**src/sv/npc_pkg.sv**
```systemverilog
// shared types, constants and arithmetic helpers for the nearest palette colour unit
package npc_pkg;

    localparam int NUM_ENTRIES = 8;
    localparam int IDX_W       = 3;
    localparam int CH_W        = 8;
    localparam int COLOUR_W    = 3 * CH_W;
    localparam int SQ_W        = 2 * CH_W;
    localparam int SUM_W       = 18;
    localparam int WORK_W      = 20;
    localparam int DIST_W      = 9;
    localparam int SQRT_ITERS  = 10;
    localparam int CFG_IDX_W   = 4;

    // colour word: red 23:16, green 15:8, blue 7:0
    typedef logic [COLOUR_W-1:0] t_colour;

    // running state of the digit-by-digit square root for one entry
    typedef struct packed {
        logic [WORK_W-1:0] rem;
        logic [WORK_W-1:0] root;
    } t_sqrt_lane;

    // candidate for the minimum search
    typedef struct packed {
        logic              ok;
        logic [IDX_W-1:0]  idx;
        logic [DIST_W-1:0] distance;
    } t_cand;

    // squared absolute difference of two channels
    function automatic logic [SQ_W-1:0] sq_diff(logic [CH_W-1:0] a, logic [CH_W-1:0] b);
        logic [CH_W-1:0] d;
        d = (a >= b) ? (a - b) : (b - a);
        return SQ_W'(d) * SQ_W'(d);
    endfunction

    // one step of the square root, step k uses the bit 4^(SQRT_ITERS-1-k)
    function automatic t_sqrt_lane sqrt_iter(t_sqrt_lane x, int unsigned k);
        logic [WORK_W-1:0] bitv;
        logic [WORK_W-1:0] trial;
        t_sqrt_lane        y;
        bitv  = WORK_W'(1) << (2 * (SQRT_ITERS - 1 - k));
        trial = x.root + bitv;
        if (x.rem >= trial) begin
            y.rem  = x.rem - trial;
            y.root = (x.root >> 1) + bitv;
        end else begin
            y.rem  = x.rem;
            y.root = x.root >> 1;
        end
        return y;
    endfunction

    // a is the lower index, so it wins a tie
    function automatic t_cand pick(t_cand a, t_cand b);
        if (a.ok && (!b.ok || a.distance <= b.distance)) begin
            return a;
        end
        return b;
    endfunction

endpackage

```
**src/sv/npc_sqrt_stage.sv**
```systemverilog
// pipeline stage running a few steps of the integer square root on every entry
module npc_sqrt_stage #(
    parameter int PALETTE_SIZE = 8,
    parameter int FIRST_ITER   = 0,
    parameter int NUM_ITER     = 4
) (
    input  logic                i_clk,
    input  logic                i_en,
    input  npc_pkg::t_sqrt_lane i_lane [PALETTE_SIZE],
    output npc_pkg::t_sqrt_lane o_lane [PALETTE_SIZE]
);

    npc_pkg::t_sqrt_lane n_lane [PALETTE_SIZE];
    npc_pkg::t_sqrt_lane r_lane [PALETTE_SIZE];

    // chain of root steps, independent per entry
    always_comb begin
        npc_pkg::t_sqrt_lane x;
        for (int i = 0; i < PALETTE_SIZE; i++) begin
            x = i_lane[i];
            for (int k = 0; k < NUM_ITER; k++) begin
                x = npc_pkg::sqrt_iter(x, FIRST_ITER + k);
            end
            n_lane[i] = x;
        end
    end

    always_ff @(posedge i_clk) begin
        if (i_en) begin
            r_lane <= n_lane;
        end
    end

    assign o_lane = r_lane;

endmodule

```
**config.mk**
```make
export PLATFORM = sky130hd
export DESIGN_NAME = npc_sqrt_stage
export DESIGN_NICKNAME = d
export VERILOG_FILES = /design/src/sv/npc_pkg.sv /design/src/sv/npc_sqrt_stage.sv
export SDC_FILE = /design/constraint.sdc
export NUM_CORES = 2
export LEC_CHECK = 0
export BUFFER_PORTS_ARGS = -buffer_cell sky130_fd_sc_hd__buf_2
export CAP_MARGIN = 20
export CORE_ASPECT_RATIO = 0.7
export CORE_MARGIN = 3
export CORE_UTILIZATION = 55
export CTS_CLUSTER_SIZE = 20
export DETAILED_ROUTE_END_ITERATION = 6
export HOLD_SLACK_MARGIN = 0.08
export PLACE_DENSITY = 0.76
export SLEW_MARGIN = 20
export SYNTH_ARGS = -nofsm -noshare
export SYNTH_HDL_FRONTEND = slang
export SYNTH_SLANG_ARGS = --single-unit
export TNS_END_PERCENT = 100
```
**constraint.sdc**
```tcl
create_clock -name i_clk -period 12.2 [get_ports i_clk]
set_input_delay 0 -clock i_clk [delete_from_list [all_inputs] [get_ports i_clk]]
set_output_delay 0 -clock i_clk [all_outputs]
set_load 0.01 [all_outputs]
```
==> results.yml <==
clocking:
  clk_transition_reported_paths_ns: 0.06
  htreeDepth: 2
  cts_tree: "built"
  cts_root_buf: "clkbuf_16"
  clock_path_buffers: 3
  cts_buffers: 41
  clock-sinks: 320
synth:
  synth_compound_area_share_pct: 23.6
  synthCells: 6189
  ys_ff_latch: 320
  yosys.area_share.xor_xnor_pct: 11.4
  yosys.area_share.adder_pct: 18.5
  muxShareOfSynthArea_pct: 8.30
  synthSimpleGateAreaFrac_pct: 15.5
  syn_avg_cell_area_um2: 8.30
  synth.distinct_cells: 105
  ys_async_sr_fraction_pct: 0
  yosysSeqAreaShare_pct: 18.7
  synth-edff-count: 320
  ys_warn_count: 0
  yosys_most_used_dff: "edfxtp_1"
  netlist_area_um2: 51400
  synth_top_family_by_area: "compound AO/OA/AOI/OAI gates"
critical_path:
  crit_end: "o_lane[181]$_DFFE_PP_"
  crit_path_frequent_cell: "ha_1"
  path_max_fanout: 28
  cp-start-kind: "primary input"
  slowest_delay_ns: 0.80
  crit_start: "i_lane[172]"
  worst_setup_path_end_kind: "flop"
  slowest_stage: "nor4_1"
  setup.worst_path.class: "in2reg"
  crit_arrival_ns: 12.11
  worstPathRequired_ns: 12.55
sta:
  setup_viol_count_final: 0
  finalSetupTns_ns: 0
  clock.fmax_ghz: 0.0850
  drv_slew: 0
  slew_headroom_pct: 23.6
  fin_ws_ns: 0.440
  finalCritPeriodShare_pct: 96.4
  rsz0062_at_grt: "false"
  worst_slew_pin_slew_ns: 1.15
  period_needed_ns: 11.76
  hold_viol_final: 0
routing:
  drtIter0Drc: 4832
  avgViaCountPerCell: 6.12
  detail_route.first_pass.iterations: 6
  vias: 50100
  ant_nets: 0
  routed_wl_mm: 163
  drc_errors: 0
  wire_per_inst_um: 19.9
layout:
  fin_area_um2: 58700
  fin_nets: 7966
  largest_reg_flops: 320
  seq_area_um2: 9610
  area_growth_pct: 14.3
  final_layout_size_suffix_gt1_share_pct: 16.8
  multi_input_area_um2: 39800
  n_fill_cell: 8063
die:
  die_area_um2: 97200
  rows: 93
  core_um2: 92300
  start_util_pct: 55.7
  die-width_um: 371
  io_pins: 642
  die_h_um: 262
grt:
  grt_pass1_vias: 45800
  grt_use_met2_pct: 46.9
  grtUsageMet1_pct: 46.0
  grt.busiest_layer: "met2"
  grt_max_degree: 149
  track_usage_pct: 31.6
  grt_first_pass_wirelength_mm: 249
  use_met3_pct: 5.78
  grt-ovfl-total: 0
  antenna_found_initial: 26
hold_path:
  hold_class: "in2reg"
placed_design:
  dp_hpwl_mm: 132
  place_area_um2: 56100
  gp_congestion: 0.992
  port_buffers: 641
  dp_slack_ns: 0.439
job:
  maxCapViolations: 0
run_status:
  status: "complete, no violations"
==> cell type report <==
type	instances	area share [%]
tap	1235	2.63
antenna	18	0.0767
clock buffer	45	1.85
clock inverter	27	0.422
inverter	386	2.47
multi-input combinational	5338	67.8
sequential	320	16.4
timing repair buffer	821	8.34
==> Yosys cell counts (24+ instances only) <==
cell      count  area, um2
inv_1       381       1430
edfxtp_1    320       9610
xor2_1      240       2100
fa_1         40        801
nand2b_1     76        475
o21a_1      124        931
mux2_2      303       3410
clkbuf_1    108        405
o31ai_1      40        300
and2_1       27        169
a21oi_1     536       2680
o21bai_1     62        465
or3_1        36        225
or2_2        26        163
xnor2_1     426       3730
o211ai_1     28        210
ha_1        696       8710
nand2_1     473       1780
o31a_1       24        210
nand4_1      94        588
o21ai_0     362       1810
a211oi_1     48        360
nor2b_1      90        563
a21boi_0     26        195
a21o_1      283       2120
and3_1       55        344
mux2i_1      78        781
nand3_1     145        726
buf_2        30        150
nor2_1      471       1770
a31oi_1      66        413
nor3_1      103        515
==> critical path: cells and delay by family <==
kind            cells  cell delay, ns
mux                 2            0.73
simple gates       14            3.32
compound gates     14            3.97
buf+inv             7            1.51
fa+ha+maj           6            1.95
xor+xnor            2            0.55
==> cells in the final DEF, fill, tap and decap left out, types with 94 or more instances in the layout <==
cell	n
nand2_1	473
a21oi_1	534
mux2_2	303
nand4_1	94
dlygate4sd3_1	122
inv_1	381
nor2_1	470
xnor2_1	426
nor3_1	103
xor2_1	240
a21o_1	282
edfxtp_1	320
o21ai_0	362
o21a_1	124
ha_1	696
nand3_1	145
buf_2	640
==> timing repair <==
action / in CTS / in global routing
hold buffers: 122 / 0
gates resized for setup: 0 / 3
setup buffers: 0 / 0
endpoints found under the setup margin: 0 / 27
endpoints found under the hold margin: 238 / 0
==> routing by layer <==
metal  up-vias  wire length (um)  part of all wire [%]
li1      24300                 -                     -
met1     23500             74300                    46
met2      2061             68300                    42
met3       265             14800                   9.1
met4         8              5360                   3.3
met5         -                46                 0.028
==> cells by family (layout without fill, tap and decap cells) <==
| group | after synthesis | after routing |
|---|---|---|
| simple gates | 1676 | 1676 |
| compound gates | 1865 | 1865 |
| buf+inv | 538 | 1279 |
| mux | 386 | 386 |
| flops | 320 | 320 |
| fa+ha+maj | 736 | 736 |
| xor+xnor | 667 | 667 |
| other cells | 1 | 26 |
==> metrics by stage <==
step	cells	hold WS, ns	utilization (%)
floorplan	6196	0.0989	-
global placement	7978	0.191	60.8
detailed placement	7978	0.193	60.8
CTS	8172	0.0804	63.6
global route	8182	0.0982	63.6
finish	8190	0.121	63.6
==> how the worst min path moves through the flow <==
stage,startpoint,endpoint,slack [ns],cells after the start
2_1_floorplan,i_lane[4],o_lane[0]$_DFFE_PP_,0.1,0
5_1_grt,i_lane[250],o_lane[246]$_DFFE_PP_,0.1,2
4_1_cts,i_lane[253],o_lane[249]$_DFFE_PP_,0.08,2
3_3_place_gp,i_lane[250],o_lane[246]$_DFFE_PP_,0.19,1
6_report,i_lane[122],o_lane[140]$_DFFE_PP_,0.12,4
3_5_place_dp,i_lane[93],o_lane[89]$_DFFE_PP_,0.19,1
Power is not shown: default switching activity piles up to over one toggle a cycle in this logic, so the estimate is an artifact.
