**src/sv/npc_pkg.sv**
```systemverilog
// shared types, constants and arithmetic helpers for the nearest palette colour unit
package npc_pkg;

    localparam int NUM_ENTRIES = 8;
    localparam int IDX_W       = 3;
    localparam int CH_W        = 8;
    localparam int COLOUR_W    = 3 * CH_W;
    localparam int SQ_W        = 2 * CH_W;
    localparam int SUM_W       = 18;
    localparam int WORK_W      = 20;
    localparam int DIST_W      = 9;
    localparam int SQRT_ITERS  = 10;
    localparam int CFG_IDX_W   = 4;

    // colour word: red 23:16, green 15:8, blue 7:0
    typedef logic [COLOUR_W-1:0] t_colour;

    // running state of the digit-by-digit square root for one entry
    typedef struct packed {
        logic [WORK_W-1:0] rem;
        logic [WORK_W-1:0] root;
    } t_sqrt_lane;

    // candidate for the minimum search
    typedef struct packed {
        logic              ok;
        logic [IDX_W-1:0]  idx;
        logic [DIST_W-1:0] distance;
    } t_cand;

    // squared absolute difference of two channels
    function automatic logic [SQ_W-1:0] sq_diff(logic [CH_W-1:0] a, logic [CH_W-1:0] b);
        logic [CH_W-1:0] d;
        d = (a >= b) ? (a - b) : (b - a);
        return SQ_W'(d) * SQ_W'(d);
    endfunction

    // one step of the square root, step k uses the bit 4^(SQRT_ITERS-1-k)
    function automatic t_sqrt_lane sqrt_iter(t_sqrt_lane x, int unsigned k);
        logic [WORK_W-1:0] bitv;
        logic [WORK_W-1:0] trial;
        t_sqrt_lane        y;
        bitv  = WORK_W'(1) << (2 * (SQRT_ITERS - 1 - k));
        trial = x.root + bitv;
        if (x.rem >= trial) begin
            y.rem  = x.rem - trial;
            y.root = (x.root >> 1) + bitv;
        end else begin
            y.rem  = x.rem;
            y.root = x.root >> 1;
        end
        return y;
    endfunction

    // a is the lower index, so it wins a tie
    function automatic t_cand pick(t_cand a, t_cand b);
        if (a.ok && (!b.ok || a.distance <= b.distance)) begin
            return a;
        end
        return b;
    endfunction

endpackage

```
**src/sv/npc_argmin.sv**
```systemverilog
// minimum search, first two tree levels: eight candidates down to two
module npc_argmin #(
    parameter int PALETTE_SIZE = 8
) (
    input  logic                i_clk,
    input  logic                i_en,
    input  npc_pkg::t_sqrt_lane i_lane [PALETTE_SIZE],
    output npc_pkg::t_cand      o_cand [2]
);

    npc_pkg::t_cand leaf  [npc_pkg::NUM_ENTRIES];
    npc_pkg::t_cand mid   [4];
    npc_pkg::t_cand n_cand [2];
    npc_pkg::t_cand r_cand [2];

    // leaves, entries outside the palette never qualify
    always_comb begin
        for (int i = 0; i < npc_pkg::NUM_ENTRIES; i++) begin
            leaf[i].ok       = 1'b0;
            leaf[i].idx      = npc_pkg::IDX_W'(i);
            leaf[i].distance = '0;
        end
        for (int i = 0; i < PALETTE_SIZE; i++) begin
            leaf[i].ok       = 1'b1;
            leaf[i].distance = i_lane[i].root[npc_pkg::DIST_W-1:0];
        end
    end

    // two levels of pairwise picks, lower index always on the left
    always_comb begin
        for (int j = 0; j < 4; j++) begin
            mid[j] = npc_pkg::pick(leaf[2*j], leaf[2*j+1]);
        end
        for (int j = 0; j < 2; j++) begin
            n_cand[j] = npc_pkg::pick(mid[2*j], mid[2*j+1]);
        end
    end

    always_ff @(posedge i_clk) begin
        if (i_en) begin
            r_cand <= n_cand;
        end
    end

    assign o_cand = r_cand;

endmodule

```
**config.mk**
```make
export PLATFORM = sky130hd
export DESIGN_NAME = npc_argmin
export DESIGN_NICKNAME = d
export VERILOG_FILES = /design/src/sv/npc_pkg.sv /design/src/sv/npc_argmin.sv
export SDC_FILE = /design/constraint.sdc
export NUM_CORES = 1
export LEC_CHECK = 0
export ABC_CLOCK_PERIOD_IN_PS = 4000
export BUFFER_PORTS_ARGS = -buffer_cell sky130_fd_sc_hd__buf_4
export CAP_MARGIN = 20
export CORE_AREA = 2 2 133 135
export DETAILED_ROUTE_END_ITERATION = 12
export DIE_AREA = 0 0 135 137
export HOLD_SLACK_MARGIN = 0.08
export SYNTH_ARGS = -nofsm -noshare
export SYNTH_HDL_FRONTEND = slang
export SYNTH_SLANG_ARGS = --single-unit
```
**constraint.sdc**
```tcl
create_clock -name i_clk -period 4 [get_ports i_clk]
set_input_delay 0.2 -clock i_clk [delete_from_list [all_inputs] [get_ports i_clk]]
set_output_delay 0.2 -clock i_clk [all_outputs]
set_load 0.05 [all_outputs]
```
==> impl.org, run 1 <==
** Floorplan
- From left edge to right edge, the die measures 135 µm.
- For this configuration, the core starts out at a cell density of 0.1557.
- The floorplan step defined a core boundary enclosing 17,060 µm².
- DIE HEIGHT :: 137 µm
- 348 I/O pins were placed.
- The floorplan has 48 rows.
- Full die area :: 18,500 µm²

** Synthesis
- Of the total synthesized cell area, the portion taken by AND, OR, NAND and NOR gates is 0.07348.
- Cell types with the highest counts after synthesis :: inv_1 (57), mux2i_1 (55), ha_1 (54)
- Of the total synthesized cell area, the portion taken by XOR and XNOR cells is 0.
- Synth Area per Inst :: 9.521 µm²
- Of the post-synthesis cell area, the part taken by muxes is 0.2115.
- Adder and majority cell fraction of the synthesized area :: 0.2544
- Sequential area share after synthesis :: 0.2487
- The most common cell in the synthesized netlist is inv_1.
- Counting flops with a built-in enable in the synthesized netlist gives 22.
- Fraction of synthesis flops using an asynchronous set or reset pin :: 0
- After synthesis, the largest family of logic cells by area is adder cells.
- Instance count of the mapped netlist :: 279
- The most used flip-flop cell after synthesis is edfxtp_1.
- Most area-consuming cells after synthesis :: ha_1 (25%), edfxtp_1 (25%), mux2i_1 (21%)
- In this run, synthesis produced a sequential element count of 22.
- Number of different library cells in the post-synthesis netlist :: 33
- The area fraction in compound gates after synthesis came to 0.09845.
- The cell area that synthesis handed to floorplanning was 2656 µm².
- Number of warnings reported in the yosys synthesis log :: 0
- Top cell type's share of synthesized area :: 0.2544
- Summed over all instances, the cell type with the most area after synthesis is ha_1.

** Global route
- The number of global-route vias before repair came to 2,231.
- Entering global routing, the biggest net connects 23 pins.
- In the global route stage, overall resource usage came out at 0.07708.
- Number of antenna violations at the first check in global routing :: 0
- First-pass GRT wire length :: 11,110 µm
- Global routing finished with a remaining overflow of 0.

** Timing
- Derived from the worst setup path, the maximum achievable clock frequency is 273.7 MHz.
- Final number of max-transition violations :: 0
- Of the available clock period, the critical path in the final layout requires 0.9136.
- For the pin with the worst max-slew slack, the measured transition is 1096 ps.
- Final setup vio count :: 0
- Final hold analysis gives a worst-case slack of 345.6 ps.
- In this run the tightest slew margin relative to its limit is 0.2649.
- Setup repair after global routing left no endpoint under its margin.
- Final worst-path setup slack :: 345.7 ps
- Final critical delay including setup and external delays :: 3654 ps
- Final hold violations :: 0

** Clock network
- Hold-fix buffers at CTS :: 0
- Clock root buffer master :: clkbuf_16
- Clock slew at reported path FFs :: 60 ps
- Number of gates given a new drive strength after cts :: 0
- Maximum buffer depth of the clock tree :: 2
- Total number of clock tree sinks :: 22
- H-tree levels :: 1
- TritonCTS built the clock tree.
- In this run, CTS created clock tree buffers numbering 3.
- Buffers added to address setup during post-CTS repair amount to 0.

** Finish
- Fraction of layout cells with a size suffix above 1 :: 0.2907
- Area Overhead vs Synth :: 39.43%
- Final standard cell count with taps included and fillers excluded :: 600
- Flip-flop count of the largest register after layout :: 22
- Number of inserted diodes :: 0
- Post-Route Utilization :: 0.2171
- For this run, the post-layout net count is 753.

** Critical path
- Endpoint class of the critical path :: flip-flop
- Along the worst path, the maximum fanout reaches 11.
- Data required time of the critical path :: 3960 ps
- The worst setup path is launched from a primary input.
- Arrival time at the worst endpoint :: 3610 ps
- Critical Setup Path Class :: primary input to flip-flop

** Placement
- Total instance count after detailed placement :: 597
- Weighted congestion reported at the end of routability-driven placement :: 0.7692
- Before CTS, the worst setup slack after placement is 106.3 ps.
- Count of buffers from port buffering :: 95
- Detailed placement ended at an HPWL of 6342 µm.

** Power
- Cell leakage power :: 1.924 nW
- Worst vdd ir :: 0.0001447 V
- Power per cell area :: 319.0 nW/µm²

** Job
- Max_cap viols :: 0

** Min path
- The tightest min-delay check is of the primary input to flip-flop type.

** Route
- In this run, the number of DRC markers left after iteration 0 of detailed routing was 58.
- Dividing the detail-routed via count by the number of cells gives 3.725.
- Via count :: 2,235
- Dividing the detail-routed wire length by the instance count gives 11.98 µm.
- The final layout contains routed wiring with a total length of 7187 µm.
- Routed Antenna Nets :: 0
- The pre-antenna-repair detailed-routing pass consisted of 4 iterations.
- DR DRC count :: 0

** Status
- The flow ran to the end, and the final reports show no timing, DRC or antenna violations.
==> per-stage QoR <==
step	cell area, µm²	setup TNS [ps]	power [mW]
4_1_cts	3704	0	1.198
2_1_floorplan	2664	0	0.7740
5_1_grt	3704	0	1.268
3_5_place_dp	3628	0	0.9785
3_3_place_gp	3621	-291.3	0.9770
6_report	3704	0	1.181
==> cells by family (layout without fill, tap and decap cells) <==
logic type / after synthesis / count (layout)
buffers and inverters: 67 / 161
multiplexers: 56 / 56
adder cells (fa/ha/maj): 54 / 54
AO/OA/AOI/OAI: 41 / 41
AND/OR/NAND/NOR: 37 / 37
flip-flops: 22 / 22
other: 2 / 4
==> per-layer routing <==
metal,vias up,wire length (µm),track usage
met3,2,347,0.01333
li1,1178,-,-
met1,1002,3276,0.1003
met4,0,62,0.02257
met2,53,3500,0.1309
met5,-,0,0
==> report_power, final <==
part,internal (mW),switching [mW]
sequential,0.314,0.0166
combinational,0.259,0.382
clock,0.132,0.0781
total,0.705,0.477
==> final timing paths <==
path                        start         to  slack (ps)  depth (start not counted)
worst min-delay path  i_lane[125]  o_cand[5]         350                          3
worst max-delay path    i_lane[6]  o_cand[9]         350                         15
==> worst max-delay path, stage by stage <==
cell      delay [ps]
buf_4             80
inv_1             30
ha_1             300
a211oi_1         230
nor2_1            90
o31ai_2          910
mux2i_1          350
ha_1             290
a21oi_1          160
o21ai_1           80
a21o_1           190
a221oi_2         270
a41oi_1           70
buf_4            220
mux2i_1          130
==> layout make-up <==
| type | count | area, µm² |
|---|---|---|
| clock buffer | 3 | 75.07 |
| tap | 225 | 281.5 |
| sequential | 22 | 660.6 |
| multi-input combinational | 192 | 1714 |
| timing repair buffer | 101 | 758.2 |
| fill | 1910 | 13350 |
| inverter | 57 | 214.0 |
==> placed cells by master, fill, tap and decap left out, drive strengths merged, types with 2 or more instances in the layout <==
cell    count
buf       101
inv        57
mux2i      55
ha         54
edfxtp     22
a21oi      16
nor2        9
nand4       9
o21ai       9
nand2       6
nand3       4
nor2b       4
conb        4
a21o        3
a211oi      3
clkbuf      3
a31oi       2
nor3        2
Power figures use the tool's default switching activity.
==> inputs of run 2 (changes only) <==
--- a/config.mk
+++ b/config.mk
@@ -11,6 +11,7 @@
 export CORE_AREA = 2 2 133 135
 export DETAILED_ROUTE_END_ITERATION = 12
 export DIE_AREA = 0 0 135 137
+export GPL_TIMING_DRIVEN = 0
 export HOLD_SLACK_MARGIN = 0.08
 export SYNTH_ARGS = -nofsm -noshare
 export SYNTH_HDL_FRONTEND = slang
==> run 2 against run 1 <==
Against the previous run: clock power up 2%; total power rose by 0.47%; flip-flop and latch count stayed put; via count grew 1.2%; non-clock buffer count up 4; critical path type unchanged; critical endpoint is now o_cand[2].
==> impl.org, run 2 (synthesis results as in run 1) <==
** Clock network
- Post CTS Setup Buffer Count :: 0
- After clock tree synthesis, the clock-pin slew on the worst setup and hold paths is 60 ps.
- Maximum buffer depth of the clock tree :: 2
- After clock tree synthesis, the flow added hold-fix buffers numbering 0.
- The cell sitting at the root of the clock tree is a clkbuf_16.
- H-tree levels :: 1
- In this run, post-CTS repair resized a total of 0 instances.
- Clock tree from TritonCTS :: yes
- TritonCTS created 3 clock buffers.
- Clock tree synthesis found a total of 22 sinks.

** Route
- After detailed routing, the number of vias per cell comes to 3.743.
- Top metal layer carrying routed signals :: met4
- Wire segments on met2 add up to 3531 µm in the final route.
- Routed Antenna Nets :: 0
- Pre-Repair DR Iteration Count :: 4
- The detailed router put a total of 3278 µm of wire on met1.
- Via count :: 2,261
- Wire segments on met3 add up to 380 µm in the final route.
- After detailed routing, the number of remaining DRC violations is 0.
- Detailed-route wire length per cell :: 12.04 µm
- The first routing iteration left 33 violations.
- Sum of routed wire length over all layers :: 7270 µm

** Placement
- Count of buffers from port buffering :: 95
- Weighted congestion reported at the end of routability-driven placement :: 0.7402
- Detailed placement HPWL :: 6450 µm

** Critical path
- The worst setup path is launched from a primary input.
- The critical path contains buffers and inverters numbering 5 combined.
- Walking the worst path, the cells encountered are buf_4 -> inv_1 -> ha_1 -> nand4_2 -> o311ai_1 -> a2bb2oi_1 -> buf_6 -> mux2i_1 -> inv_1 -> ha_1 -> a21oi_1 -> o21ai_1 -> a21o_1 -> a221oi_2 -> a41oi_1 -> buf_4 -> mux2i_1.
- For the worst setup path, the data required time is 3990 ps.
- The kind of cell with the highest combined delay along the critical path is compound AO/OA/AOI/OAI gates.
- Longest individual stage delay on the worst path :: 320 ps
- STA classifies the critical path endpoint as a flip-flop.
- Along the worst path, the maximum fanout reaches 10.
- The slowest stage of the critical path is the ha_1 cell.
- Data arrives at the worst endpoint at 3310 ps.
- Critical Setup Path Class :: primary input to flip-flop

** Floorplan
- The floorplan step set the die height to 137 µm.
- # rows :: 48
- Measured along the x axis, the die boundary spans 135 µm.
- Full die area :: 18,500 µm²
- In this run the count of I/O pins placed on the die edge is 348.
- Core Footprint :: 17,060 µm²
- For this configuration, the core starts out at a cell density of 0.1557.

** Timing
- Of the available clock period, the critical path in the final layout requires 0.8287.
- The number of hold-slack violations in the final timing report is 0.
- Final number of max-transition violations :: 0
- Total Neg Setup Slack :: 0 ps
- Setup violations remaining at the end of the flow were counted as 0.
- Setup repair after global routing left no endpoint under its margin.
- Final critical delay including setup and external delays :: 3315 ps
- Minimum hold slack :: 339.1 ps
- Derived from the worst setup path, the maximum achievable clock frequency is 301.7 MHz.

** Global route
- Via count of the first global-routing pass :: 2,325
- Entering global routing, the biggest net connects 23 pins.
- The initial antenna violation count came to 0.
- Across every metal layer, demand over resource in global routing totals 0.08075.
- The first global-routing pass estimated 11,610 µm of wire.
- Summed over all layers, the global routing overflow is 0.

** Finish
- The register with the most flip-flops in the layout has 22 of them.
- Highest-count cells in the layout ignoring fill and taps :: buf_4 (102), inv_1 (57), mux2i_1 (55)
- Area Overhead vs Synth :: 40.56%
- Fraction of layout cells with a size suffix above 1 :: 0.2955
- The library cell used most frequently in the layout, excluding fill and tap cells, is buf_4.
- The repair_antennas step left the layout with diodes totalling 0.
- Total number of nets in the final design :: 757

** Power
- Cell leakage power :: 1.942 nW
- Worst vdd ir :: 0.0001388 V
- Power spread over the standard cell area amounts to 317.9 nW/µm².

** Status
- Status :: finished clean

** Min path
- Type of the tightest min-delay check :: primary input to flip-flop

** Job
- Max_cap viols :: 0
run 2: cell count changes in the layout (fill, tap and decap cells not counted), sizes merged:
cell	before	now
buf	101	105
run 2: final timing paths:
kind	start	endpoint	slack, ps	depth (start not counted)
setup / recovery	i_lane[88]	o_cand[2]	690	17
hold / removal	i_lane[282]	o_cand[15]	340	3
run 2: area by class of cell:
| class | count | area, µm² |
|---|---|---|
| Inverter | 57 | 214.0 |
| Clock buffer | 3 | 75.07 |
| Fill cell | 1920 | 13320 |
| Tap cell | 225 | 281.5 |
| Sequential cell | 22 | 660.6 |
| Buffer | 10 | 80.08 |
| Timing Repair Buffer | 95 | 713.2 |
| Multi-Input combinational cell | 192 | 1709 |
run 2: power breakdown:
part,internal [mW],switching (mW)
sequential,0.314,0.0162
clock,0.132,0.0820
combinational,0.261,0.381
run 2: metal layers:
layer,GRT usage,up-vias
li1,-,1185
met1,0.1045,1027
met2,0.1354,45
met3,0.01778,4
met4,0.02257,0
met5,0,-
run 2: per-stage QoR:
| step | setup slack [ps] | utilization | area [µm²] | std cells | power [mW] |
|---|---|---|---|---|---|
| finish | 685.0 | 0.2189 | 3734 | 604 | 1.187 |
| global route | 387.8 | 0.2189 | 3734 | 604 | 1.273 |
| CTS | 682.6 | 0.2189 | 3734 | 604 | 1.205 |
| detailed placement | 421.4 | 0.2145 | 3659 | 601 | 0.9837 |
| global placement | 448.4 | 0.2145 | 3659 | 601 | 0.9809 |
| floorplan | 842.2 | - | 2664 | 281 | 0.7740 |
